## src/rtl/bmprle_pkg.sv

```systemverilog
package bmprle_pkg;

   // Size limits of the frame buffer that the spans address.
   localparam int MAX_ROW_BYTES = 4096;
   localparam int MAX_ROWS      = 4096;

   localparam int BYTE_W  = 8;
   localparam int KIND_W  = 3;
   localparam int PHASE_W = 3;
   localparam int COL_W   = 13;
   localparam int ROW_W   = 12;
   localparam int ADDR_W  = 24;
   localparam int RB_W    = 13;
   localparam int LIM_W   = 17;
   localparam int PROD_W  = ROW_W + RB_W;

   localparam logic [COL_W-1:0] COL_TOP = 13'd8191;
   localparam logic [ROW_W-1:0] ROW_TOP = 12'd4095;

   // Parse phases.
   localparam logic [PHASE_W-1:0] PH_COUNT  = 3'd0;
   localparam logic [PHASE_W-1:0] PH_SECOND = 3'd1;
   localparam logic [PHASE_W-1:0] PH_DX     = 3'd2;
   localparam logic [PHASE_W-1:0] PH_DY     = 3'd3;
   localparam logic [PHASE_W-1:0] PH_LIT    = 3'd4;
   localparam logic [PHASE_W-1:0] PH_PAD    = 3'd5;

   // Escape commands that follow a zero count byte.
   localparam logic [BYTE_W-1:0] ESC_EOL   = 8'd0;
   localparam logic [BYTE_W-1:0] ESC_EOB   = 8'd1;
   localparam logic [BYTE_W-1:0] ESC_DELTA = 8'd2;

   // Result kinds.
   localparam logic [KIND_W-1:0] KIND_FILL  = 3'd0;
   localparam logic [KIND_W-1:0] KIND_LIT   = 3'd1;
   localparam logic [KIND_W-1:0] KIND_EOB   = 3'd2;
   localparam logic [KIND_W-1:0] KIND_EARLY = 3'd3;
   localparam logic [KIND_W-1:0] KIND_RANGE = 3'd4;

   // Register file.
   localparam int CSR_IDX_W  = 1;
   localparam int CSR_DATA_W = 13;
   localparam logic [CSR_IDX_W-1:0] CSR_PIXEL_MODE = 1'd0;
   localparam logic [CSR_IDX_W-1:0] CSR_ROW_BYTES  = 1'd1;
   localparam logic [RB_W-1:0]      ROW_BYTES_RESET = 13'd4;

   typedef struct packed {
      logic [BYTE_W-1:0] data_byte;
      logic              start_of_image;
      logic              stream_end;
   } item_type;

   typedef struct packed {
      logic [KIND_W-1:0] kind;
      logic [ROW_W-1:0]  row;
      logic [COL_W-1:0]  column;
      logic [ADDR_W-1:0] byte_address;
      logic [BYTE_W-1:0] pixel_count;
      logic [BYTE_W-1:0] pixel_value;
   } result_type;

   typedef struct packed {
      logic            pixel_mode;
      logic [RB_W-1:0] row_bytes;
   } cfg_type;

endpackage

```

## src/rtl/bmprle_in_stage.sv

```systemverilog
module bmprle_in_stage (
   input  logic                  clock,
   input  logic                  reset,
   input  logic                  req_valid,
   output logic                  req_ready,
   input  bmprle_pkg::item_type  req_item,
   input  logic                  step,
   output logic                  item_valid,
   output bmprle_pkg::item_type  item
);

   logic                 valid_ff;
   logic                 valid_in;
   bmprle_pkg::item_type item_ff;

   // The register is free when empty or when its item is consumed this cycle.
   assign req_ready = !valid_ff || step;

   always_comb begin
      valid_in = valid_ff;
      if (req_valid && req_ready) begin
         valid_in = 1'b1;
      end else if (step) begin
         valid_in = 1'b0;
      end
   end

   always_ff @(posedge clock) begin
      if (reset) begin
         valid_ff <= 1'b0;
      end else begin
         valid_ff <= valid_in;
      end
   end

   always_ff @(posedge clock) begin
      if (req_valid && req_ready) begin
         item_ff <= req_item;
      end
   end

   assign item_valid = valid_ff;
   assign item       = item_ff;

endmodule

```

## src/rtl/bmprle_decode.sv

```systemverilog
module bmprle_decode (
   input  logic                   clock,
   input  logic                   reset,
   input  logic                   step,
   input  bmprle_pkg::item_type   item,
   input  bmprle_pkg::cfg_type    cfg,
   output logic                   res_valid,
   output bmprle_pkg::result_type res
);

   // Decoder state.
   logic [bmprle_pkg::PHASE_W-1:0] phase_ff,   phase_in;
   logic [bmprle_pkg::BYTE_W-1:0]  held_ff,    held_in;
   logic [bmprle_pkg::COL_W-1:0]   col_ff,     col_in;
   logic [bmprle_pkg::ROW_W-1:0]   row_ff,     row_in;
   logic [bmprle_pkg::BYTE_W-1:0]  rem_ff,     rem_in;
   logic                           pad_ff,     pad_in;
   logic                           done_ff,    done_in;
   logic                           col_ovf_ff, col_ovf_in;
   logic                           row_ovf_ff, row_ovf_in;

   // State as seen by this item: start of image clears it first.
   logic [bmprle_pkg::PHASE_W-1:0] cur_phase;
   logic [bmprle_pkg::BYTE_W-1:0]  cur_held;
   logic [bmprle_pkg::COL_W-1:0]   cur_col;
   logic [bmprle_pkg::ROW_W-1:0]   cur_row;
   logic [bmprle_pkg::BYTE_W-1:0]  cur_rem;
   logic                           cur_pad;
   logic                           cur_done;
   logic                           cur_col_ovf;
   logic                           cur_row_ovf;

   logic [bmprle_pkg::BYTE_W-1:0]  b;
   logic [bmprle_pkg::BYTE_W-1:0]  lit_cnt;
   logic [bmprle_pkg::BYTE_W-1:0]  rem_eff;

   // Shared span unit.
   logic                           use_span;
   logic [bmprle_pkg::KIND_W-1:0]  span_kind;
   logic [bmprle_pkg::BYTE_W-1:0]  span_count;
   logic [bmprle_pkg::COL_W:0]     span_last;
   logic [bmprle_pkg::COL_W:0]     last_off;
   logic [bmprle_pkg::COL_W-1:0]   first_off;
   logic [bmprle_pkg::LIM_W-1:0]   limit;
   logic [bmprle_pkg::PROD_W-1:0]  prod;
   logic [bmprle_pkg::PROD_W:0]    addr_sum;
   logic                           span_bad;

   // Cursor adders.
   logic                           col_add;
   logic                           col_clear;
   logic [bmprle_pkg::BYTE_W-1:0]  col_amt;
   logic [bmprle_pkg::COL_W:0]     col_sum;
   logic                           row_add;
   logic [bmprle_pkg::BYTE_W-1:0]  row_amt;
   logic [bmprle_pkg::ROW_W:0]     row_sum;
   logic                           eob;

   assign b = item.data_byte;

   always_comb begin
      if (item.start_of_image) begin
         cur_phase   = bmprle_pkg::PH_COUNT;
         cur_held    = '0;
         cur_col     = '0;
         cur_row     = '0;
         cur_rem     = '0;
         cur_pad     = 1'b0;
         cur_done    = 1'b0;
         cur_col_ovf = 1'b0;
         cur_row_ovf = 1'b0;
      end else begin
         cur_phase   = phase_ff;
         cur_held    = held_ff;
         cur_col     = col_ff;
         cur_row     = row_ff;
         cur_rem     = rem_ff;
         cur_pad     = pad_ff;
         cur_done    = done_ff;
         cur_col_ovf = col_ovf_ff;
         cur_row_ovf = row_ovf_ff;
      end
   end

   // In 4-bit mode a literal byte carries two pixels unless only one is left.
   assign lit_cnt = (cfg.pixel_mode && cur_rem >= 8'd2) ? 8'd2 : 8'd1;
   assign rem_eff = (cur_rem == '0) ? lit_cnt : cur_rem;

   assign span_count = (cur_phase == bmprle_pkg::PH_LIT) ? lit_cnt : cur_held;
   assign span_kind  = (cur_phase == bmprle_pkg::PH_LIT) ? bmprle_pkg::KIND_LIT
                                                         : bmprle_pkg::KIND_FILL;

   always_comb begin
      span_last = {1'b0, cur_col} + (bmprle_pkg::COL_W+1)'(span_count) - 14'd1;
      if (cfg.pixel_mode) begin
         first_off = cur_col >> 1;
         last_off  = span_last >> 1;
      end else begin
         first_off = cur_col;
         last_off  = span_last;
      end
      if (bmprle_pkg::LIM_W'(cfg.row_bytes) > bmprle_pkg::LIM_W'(bmprle_pkg::MAX_ROW_BYTES)) begin
         limit = bmprle_pkg::LIM_W'(bmprle_pkg::MAX_ROW_BYTES);
      end else begin
         limit = bmprle_pkg::LIM_W'(cfg.row_bytes);
      end
      span_bad = cur_col_ovf || cur_row_ovf ||
                 span_last > (bmprle_pkg::COL_W+1)'(bmprle_pkg::COL_TOP) ||
                 bmprle_pkg::LIM_W'(cur_row) >= bmprle_pkg::LIM_W'(bmprle_pkg::MAX_ROWS) ||
                 bmprle_pkg::LIM_W'(last_off) >= limit;
      prod     = bmprle_pkg::PROD_W'(cur_row) * bmprle_pkg::PROD_W'(cfg.row_bytes);
      addr_sum = (bmprle_pkg::PROD_W+1)'(prod) + (bmprle_pkg::PROD_W+1)'(first_off);
   end

   always_comb begin
      phase_in   = cur_phase;
      held_in    = cur_held;
      rem_in     = cur_rem;
      pad_in     = cur_pad;
      done_in    = cur_done;
      use_span   = 1'b0;
      col_add    = 1'b0;
      col_clear  = 1'b0;
      col_amt    = '0;
      row_add    = 1'b0;
      row_amt    = '0;
      eob        = 1'b0;
      res_valid  = 1'b0;
      res        = '0;

      if (!cur_done) begin
         case (cur_phase)
            bmprle_pkg::PH_SECOND: begin
               phase_in = bmprle_pkg::PH_COUNT;
               if (cur_held != '0) begin
                  use_span = 1'b1;
               end else begin
                  case (b)
                     bmprle_pkg::ESC_EOL: begin
                        col_clear = 1'b1;
                        row_add   = 1'b1;
                        row_amt   = 8'd1;
                     end
                     bmprle_pkg::ESC_EOB: begin
                        eob     = 1'b1;
                        done_in = 1'b1;
                     end
                     bmprle_pkg::ESC_DELTA: begin
                        phase_in = bmprle_pkg::PH_DX;
                     end
                     default: begin
                        rem_in   = b;
                        phase_in = bmprle_pkg::PH_LIT;
                        if (cfg.pixel_mode) begin
                           pad_in = (b[1:0] == 2'd1) || (b[1:0] == 2'd2);
                        end else begin
                           pad_in = b[0];
                        end
                     end
                  endcase
               end
            end
            bmprle_pkg::PH_DX: begin
               held_in  = b;
               phase_in = bmprle_pkg::PH_DY;
            end
            bmprle_pkg::PH_DY: begin
               col_add  = 1'b1;
               col_amt  = cur_held;
               row_add  = 1'b1;
               row_amt  = b;
               phase_in = bmprle_pkg::PH_COUNT;
            end
            bmprle_pkg::PH_LIT: begin
               use_span = 1'b1;
               rem_in   = rem_eff - lit_cnt;
               if (rem_eff == lit_cnt) begin
                  phase_in = cur_pad ? bmprle_pkg::PH_PAD : bmprle_pkg::PH_COUNT;
               end
            end
            bmprle_pkg::PH_PAD: begin
               pad_in   = 1'b0;
               phase_in = bmprle_pkg::PH_COUNT;
            end
            default: begin
               held_in  = b;
               phase_in = bmprle_pkg::PH_SECOND;
            end
         endcase
      end

      if (use_span) begin
         col_add = 1'b1;
         col_amt = span_count;
      end

      // Column cursor saturates and flags overflow; end of line rewinds it.
      col_sum    = {1'b0, cur_col} + (bmprle_pkg::COL_W+1)'(col_amt);
      col_in     = cur_col;
      col_ovf_in = cur_col_ovf;
      if (col_clear) begin
         col_in     = '0;
         col_ovf_in = 1'b0;
      end else if (col_add) begin
         if (col_sum > (bmprle_pkg::COL_W+1)'(bmprle_pkg::COL_TOP)) begin
            col_in     = bmprle_pkg::COL_TOP;
            col_ovf_in = 1'b1;
         end else begin
            col_in = col_sum[bmprle_pkg::COL_W-1:0];
         end
      end

      row_sum    = {1'b0, cur_row} + (bmprle_pkg::ROW_W+1)'(row_amt);
      row_in     = cur_row;
      row_ovf_in = cur_row_ovf;
      if (row_add) begin
         if (row_sum > (bmprle_pkg::ROW_W+1)'(bmprle_pkg::ROW_TOP)) begin
            row_in     = bmprle_pkg::ROW_TOP;
            row_ovf_in = 1'b1;
         end else begin
            row_in = row_sum[bmprle_pkg::ROW_W-1:0];
         end
      end

      if (use_span) begin
         res_valid       = 1'b1;
         res.kind        = span_bad ? bmprle_pkg::KIND_RANGE : span_kind;
         res.row         = cur_row;
         res.column      = cur_col;
         res.byte_address = span_bad ? '0 : addr_sum[bmprle_pkg::ADDR_W-1:0];
         res.pixel_count = span_count;
         res.pixel_value = b;
      end

      if (eob) begin
         res_valid  = 1'b1;
         res.kind   = bmprle_pkg::KIND_EOB;
         res.row    = cur_row;
         res.column = cur_col;
      end else if (!cur_done && item.stream_end) begin
         // A truncated stream replaces any span with an error at the new cursor.
         res_valid  = 1'b1;
         res        = '0;
         res.kind   = bmprle_pkg::KIND_EARLY;
         res.row    = row_in;
         res.column = col_in;
         done_in    = 1'b1;
         phase_in   = bmprle_pkg::PH_COUNT;
      end
   end

   always_ff @(posedge clock) begin
      if (reset) begin
         phase_ff   <= bmprle_pkg::PH_COUNT;
         held_ff    <= '0;
         col_ff     <= '0;
         row_ff     <= '0;
         rem_ff     <= '0;
         pad_ff     <= 1'b0;
         done_ff    <= 1'b0;
         col_ovf_ff <= 1'b0;
         row_ovf_ff <= 1'b0;
      end else if (step) begin
         phase_ff   <= phase_in;
         held_ff    <= held_in;
         col_ff     <= col_in;
         row_ff     <= row_in;
         rem_ff     <= rem_in;
         pad_ff     <= pad_in;
         done_ff    <= done_in;
         col_ovf_ff <= col_ovf_in;
         row_ovf_ff <= row_ovf_in;
      end
   end

   a_eob_sets_done: assert property (@(posedge clock) disable iff (reset)
      step && res_valid && res.kind == bmprle_pkg::KIND_EOB |=> done_ff)
      else $error("end of bitmap did not mark the bitmap done");

   a_done_is_silent: assert property (@(posedge clock) disable iff (reset)
      step && done_ff && !item.start_of_image |-> !res_valid)
      else $error("result produced after the bitmap was done");

   a_range_no_address: assert property (@(posedge clock) disable iff (reset)
      res_valid && res.kind == bmprle_pkg::KIND_RANGE |-> res.byte_address == '0)
      else $error("out of range span carries an address");

   a_overflow_is_range: assert property (@(posedge clock) disable iff (reset)
      step && use_span && (cur_col_ovf || cur_row_ovf) |->
      res.kind == bmprle_pkg::KIND_RANGE || res.kind == bmprle_pkg::KIND_EARLY)
      else $error("span written with an overflowed cursor");

endmodule

```

## src/rtl/bmprle_out_stage.sv

```systemverilog
module bmprle_out_stage (
   input  logic                   clock,
   input  logic                   reset,
   input  logic                   load,
   input  bmprle_pkg::result_type res,
   output logic                   slot_free,
   output logic                   rsp_valid,
   input  logic                   rsp_ready,
   output bmprle_pkg::result_type rsp_res
);

   logic                   valid_ff;
   logic                   valid_in;
   bmprle_pkg::result_type res_ff;

   assign slot_free = !valid_ff || rsp_ready;

   always_comb begin
      valid_in = valid_ff;
      if (load) begin
         valid_in = 1'b1;
      end else if (rsp_ready) begin
         valid_in = 1'b0;
      end
   end

   always_ff @(posedge clock) begin
      if (reset) begin
         valid_ff <= 1'b0;
      end else begin
         valid_ff <= valid_in;
      end
   end

   always_ff @(posedge clock) begin
      if (load) begin
         res_ff <= res;
      end
   end

   assign rsp_valid = valid_ff;
   assign rsp_res   = res_ff;

endmodule

```

## src/rtl/bmp_rle_decoder.sv

```systemverilog
// Bitmap RLE8 / RLE4 stream decoder. One compressed byte is taken per item and
// turned into at most one span command for a frame-buffer writer: a fill run,
// one literal byte of an absolute run, end of bitmap, an unexpected-end error,
// or an out-of-range report when the span would fall outside the row or image
// limits (the cursor still advances, but the writer should drop the span).
// The block sustains one item per clock cycle while the result side keeps
// taking items; an item passes through the input register and then the
// result register, with the single decode stage between them. The
// row-times-row_bytes product and the cursor adders sit in that stage.
// Configuration (csr index 0 pixel_mode, index 1 row_bytes) must only
// be written while the decoder holds no item.
module bmp_rle_decoder (
   input  logic                                clock,
   input  logic                                reset,

   input  logic                                req_valid,
   output logic                                req_ready,
   input  logic [bmprle_pkg::BYTE_W-1:0]       req_data_byte,
   input  logic                                req_start_of_image,
   input  logic                                req_stream_end,

   output logic                                rsp_valid,
   input  logic                                rsp_ready,
   output logic [bmprle_pkg::KIND_W-1:0]       rsp_kind,
   output logic [bmprle_pkg::ROW_W-1:0]        rsp_row,
   output logic [bmprle_pkg::COL_W-1:0]        rsp_column,
   output logic [bmprle_pkg::ADDR_W-1:0]       rsp_byte_address,
   output logic [bmprle_pkg::BYTE_W-1:0]       rsp_pixel_count,
   output logic [bmprle_pkg::BYTE_W-1:0]       rsp_pixel_value,

   input  logic                                csr_write_enable,
   input  logic [bmprle_pkg::CSR_IDX_W-1:0]    csr_index,
   input  logic [bmprle_pkg::CSR_DATA_W-1:0]   csr_write_data
);

   bmprle_pkg::item_type   req_item;
   bmprle_pkg::item_type   item;
   bmprle_pkg::result_type res;
   bmprle_pkg::result_type rsp_res;
   bmprle_pkg::cfg_type    cfg;

   logic                        item_valid;
   logic                        slot_free;
   logic                        step;
   logic                        res_valid;

   logic                        pixel_mode_ff;
   logic                        pixel_mode_in;
   logic [bmprle_pkg::RB_W-1:0] row_bytes_ff;
   logic [bmprle_pkg::RB_W-1:0] row_bytes_in;

   // Configuration registers. A write to an unlisted index is ignored.
   always_comb begin
      pixel_mode_in = pixel_mode_ff;
      row_bytes_in  = row_bytes_ff;
      if (csr_write_enable) begin
         case (csr_index)
            bmprle_pkg::CSR_PIXEL_MODE: pixel_mode_in = csr_write_data[0];
            bmprle_pkg::CSR_ROW_BYTES:  row_bytes_in  = csr_write_data[bmprle_pkg::RB_W-1:0];
            default: begin
               pixel_mode_in = pixel_mode_ff;
            end
         endcase
      end
   end

   always_ff @(posedge clock) begin
      if (reset) begin
         pixel_mode_ff <= 1'b0;
         row_bytes_ff  <= bmprle_pkg::ROW_BYTES_RESET;
      end else begin
         pixel_mode_ff <= pixel_mode_in;
         row_bytes_ff  <= row_bytes_in;
      end
   end

   assign cfg.pixel_mode = pixel_mode_ff;
   assign cfg.row_bytes  = row_bytes_ff;

   assign req_item.data_byte      = req_data_byte;
   assign req_item.start_of_image = req_start_of_image;
   assign req_item.stream_end     = req_stream_end;

   // The held item is decoded whenever the result register can take the
   // outcome, so a byte that gives no result still moves at full rate.
   assign step = item_valid && slot_free;

   bmprle_in_stage u_in_stage (
      .clock      (clock),
      .reset      (reset),
      .req_valid  (req_valid),
      .req_ready  (req_ready),
      .req_item   (req_item),
      .step       (step),
      .item_valid (item_valid),
      .item       (item)
   );

   bmprle_decode u_decode (
      .clock     (clock),
      .reset     (reset),
      .step      (step),
      .item      (item),
      .cfg       (cfg),
      .res_valid (res_valid),
      .res       (res)
   );

   bmprle_out_stage u_out_stage (
      .clock     (clock),
      .reset     (reset),
      .load      (step && res_valid),
      .res       (res),
      .slot_free (slot_free),
      .rsp_valid (rsp_valid),
      .rsp_ready (rsp_ready),
      .rsp_res   (rsp_res)
   );

   assign rsp_kind         = rsp_res.kind;
   assign rsp_row          = rsp_res.row;
   assign rsp_column       = rsp_res.column;
   assign rsp_byte_address = rsp_res.byte_address;
   assign rsp_pixel_count  = rsp_res.pixel_count;
   assign rsp_pixel_value  = rsp_res.pixel_value;

endmodule

```

## config.mk

```make
export PLATFORM = sky130hd
export DESIGN_NAME = bmp_rle_decoder
export DESIGN_NICKNAME = d
export VERILOG_FILES = /design/src/rtl/bmprle_pkg.sv /design/src/rtl/bmprle_in_stage.sv /design/src/rtl/bmprle_decode.sv /design/src/rtl/bmprle_out_stage.sv /design/src/rtl/bmp_rle_decoder.sv
export SDC_FILE = /design/constraint.sdc
export NUM_CORES = 1
export LEC_CHECK = 0
export BUFFER_PORTS_ARGS = -buffer_cell sky130_fd_sc_hd__buf_2
export CORE_MARGIN = 1.5
export CORE_UTILIZATION = 45
export CTS_CLUSTER_SIZE = 14
export DETAILED_ROUTE_END_ITERATION = 10
export MAX_ROUTING_LAYER = met4
export PLACE_DENSITY_LB_ADDON = 0.2
export SLEW_MARGIN = 20
export SYNTH_ARGS = -nofsm -noshare
export SYNTH_HDL_FRONTEND = slang
export SYNTH_SLANG_ARGS = --single-unit
```

## constraint.sdc

```tcl
create_clock -name clock -period 9 [get_ports clock]
set_input_delay 0.9 -clock clock [delete_from_list [all_inputs] [get_ports clock]]
set_output_delay 0.9 -clock clock [all_outputs]
set_load 0.02 [all_outputs]
```

==> metrics.md <==
| Metric | Value |
|---|---|
| GPL Wtd Cong | `0.913` |
| Residual DRC | `0` |
| Vias in the first global route | `11700` |
| Chip Width | `about 180 um` |
| Layout cell share with drive strength beyond 1 | `11.0%` |
| Hold slack | `462 ps` |
| Syn nets | `between 1500 and 2000` |
| Post-synth top area cell | `fa_1` |
| Crit. End Element | `flop` |
| Initial antenna violation count | `0` |
| Async SR Flop Fraction | `0%` |
| Synth warn | `0` |
| RSZ-0062 raised after global routing | `no` |
| CTS tree | `done` |
| Area grow syn2layout | `9.51%` |
| Final period util | `between 70% and 80%` |
| Post-Syn Area | `between 0.01 and 0.015 sq mm` |
| Nets | `around 2000` |
| Root Buffer | `clkbuf_16` |
| Synthesized area per cell | `between 8 and 9 sq um` |
| Minimum clock period | `about 6900 ps` |
| Worst-path fanout max | `21` |
| #FFs+latches synth | `roughly 140` |
| Largest net degree at the start of global routing | `58` |
| Power Density | `111 mW/mm^2` |
| Logic pwr share | `between 10 and 15%` |
| Num CTS Buffers | `17` |
| H-tree depth | `4` |
| Clock slew at reported path FFs | `80 ps` |
| WHS Path Cells | `2` |
| Hold Path Sink | `u_decode.col_ff[10]` |
| Sequential Power Share | `42.5%` |
| Total GRT Usage | `about 25%` |
| Worst Hold Launch | `u_decode.col_ff[10]` |
| Int Power | `1190 uW` |
| Worst Skew | `16.1 ps` |
| Hold Buf Count CTS | `0` |
| Post-Route WL | `~38 mm` |
| Final HPWL DP | `28.2 mm` |
| R2r setup slk | `2130 ps` |
| Setup bufs post-CTS | `0` |
| Synthesized instance count | `1634` |
| FMAX | `approximately 150 MHz` |
| Slew Limit Fails | `0` |
| Clk sink count | `142` |
| Outcome | `finished, final reports clean` |
| I/O pin count | `99` |
| Initial detailed-routing violation count | `between 800 and 900` |
| Most common cell in the netlist | `nand2_1` |
| Worst R2R Start | `u_in_stage.item[1]` |
| Area share of the largest cell type after synthesis | `17.6%` |
| Vias | `11800` |
| Clock tree buffer depth | `2` |
| EDFF count, synth | `78` |
| VDD IR-drop max | `around 140 uV` |
| Worst skew pair latency | `approximately 450 ps` |
| Post-route setup TNS | `0 ps` |
| Arr. time, crit path | `a little over 7000 ps` |
| Initial Utilization | `46.2%` |
| Core Region | `0.0308 sq mm` |
| Critical Setup Path Class | `flop to flop` |
| Setup violations, final | `0` |
| Net Sw Frac | `between 30 and 40%` |
| Global-route wire length before repair | `61.8 mm` |
| Antenna viol nets, final | `0` |
| Worst slew pin tran | `just over 1000 ps` |
| I/O Buffers | `98` |
| Die Ht | `approximately 180 um` |
| Sequential cell area fraction in the yosys report | `between 20% and 30%` |
| Routed len/inst | `about 18 um` |
| Slew headroom | `a little under a third` |
| Area contributors post-synth | `fa_1, edfxtp_1, ha_1, dfxtp_1, nand2_1` |
| DR vias/cell | `~5.6` |
| Rows | `64` |
| Lkg Pwr | `between 0.006 and 0.007 uW` |
| Distinct cells, synth | `81` |
| Total die area | `around 0.033 sq mm` |
| Ant. Diodes | `0` |
| Final hold vios | `0` |
| Worst hold path class | `flop to flop` |
| Max-Cap Viols | `0` |
| Post-cts resize count | `0` |
| Top cells by count, synth | `nand2_1, inv_1, fa_1, ha_1, nor2_1` |
| First-pass iteration count of the detailed router | `6` |
| Most used DFF post-synth | `edfxtp_1` |
| Clock network power share | `a little over two fifths` |
| P_sw | `538 uW` |
| RR Endpoint | `u_out_stage.rsp_res[39]` |
| FF-to-FF path depth | `20` |
| Worst endpoint required time | `9190 ps` |
| Overflow after GRT | `0` |
| CP Launch Type | `flop` |
[routing by layer]
metal  track usage [%]  part of all wire, %
met5                 -                    0
met4              7.26                  2.1
met3              4.03                  6.6
met2              39.6                   48
met1              32.1                   44
[power groups by stage]
stage               Combinational [uW]  Clock, uW  Sequential (uW)
detailed placement                 251          0              749
CTS                                253        755              735
global placement                   248          0              750
global route                       283        772              739
floorplan                          180          0              742
finish                             254        743              736
[registers in the layout (all words and copies together) (netlist names), 3 cells and up]
| name | count |
|---|---|
| u_out_stage.rsp_res | 68 |
| row_bytes_ff | 13 |
| u_decode.col_ff | 13 |
| u_decode.row_ff | 12 |
| u_in_stage.item | 10 |
| u_decode.held_ff | 8 |
| u_decode.rem_ff | 8 |
| u_decode.phase_ff | 3 |
[worst max-delay path: stages, from the launching register on]
cell and delay [ps]:
edfxtp_1 760, inv_2 540, nand2_1 170, inv_1 410
nand2_1 140, fa_1 500, inv_1 50, fa_1 460
fa_1 540, inv_1 50, fa_1 520, inv_1 50
fa_1 480, ha_1 420, and3_1 290, nand4_1 130
a211oi_1 330, o22ai_1 230, o31ai_1 320, xnor2_1 150
nor2_1 50
[cell usage in the layout, fill, tap and decap left out, types with 15 or more instances in the layout]
cell	n
nor2b_1	37
edfxtp_1	78
o21a_1	15
xnor2_1	26
fa_1	125
ha_1	125
o22ai_1	23
inv_1	206
buf_4	16
nor2_1	113
a21oi_1	84
o21ai_0	78
and2_1	61
dfxtp_1	64
clkbuf_16	17
a21o_1	16
and3_1	15
nand2_1	244
a211oi_1	24
buf_2	98
mux2i_1	21
nor3_1	27
[per-stage QoR]
step / util (%) / area, sq um / cells / power [uW] / setup slack [ps]
finish: 50.6 / 15600 / 2100 / 1730 / 2130
floorplan: - / 14200 / 1634 / 923 / 2820
global route: 50.6 / 15600 / 2100 / 1790 / 1930
detailed placement: 48.7 / 15000 / 2068 / 1000 / 2280
CTS: 50.6 / 15600 / 2100 / 1740 / 2250
global placement: 48.7 / 15000 / 2068 / 997 / 2380
[final cells by class]
type                            count  area (sq um)
Clock buffer                       18           439
Clock inverter                     14           148
Fill cell                        2916         15200
Inverter                          208           781
Multi-Input combinational cell   1208          9500
Sequential cell                   142          3620
Tap cell                          396           495
Timing Repair Buffer              114           611
[how the worst max path moves through the flow]
stage                       startpoint                       to  slack [ps]  cells past startpoint
floorplan           u_in_stage.item[1]  u_out_stage.rsp_res[38]        2820                     23
global placement    u_in_stage.item[1]  u_out_stage.rsp_res[39]        2380                     18
detailed placement  u_in_stage.item[1]  u_out_stage.rsp_res[39]        2280                     18
CTS                 u_in_stage.item[1]  u_out_stage.rsp_res[39]        2250                     18
global route        u_in_stage.item[1]  u_out_stage.rsp_res[39]        1930                     21
finish              u_in_stage.item[1]  u_out_stage.rsp_res[39]        2130                     20
[logic make-up (layout without fill, tap and decap cells)]
family / count (synthesis) / count (layout) / share of synthesized area, %
AOI/OAI and AO/OA: 326 / 326 / 14.9
xor gates and xnor gates: 37 / 37 / 2.28
adders and majority gates: 250 / 250 / 28.6
buffers and inverters: 284 / 354 / 7.92
DFF: 142 / 142 / 25.4
muxes: 25 / 25 / 1.79
and+or+nand+nor: 570 / 570 / 19.1
Power figures use the tool's default switching activity.
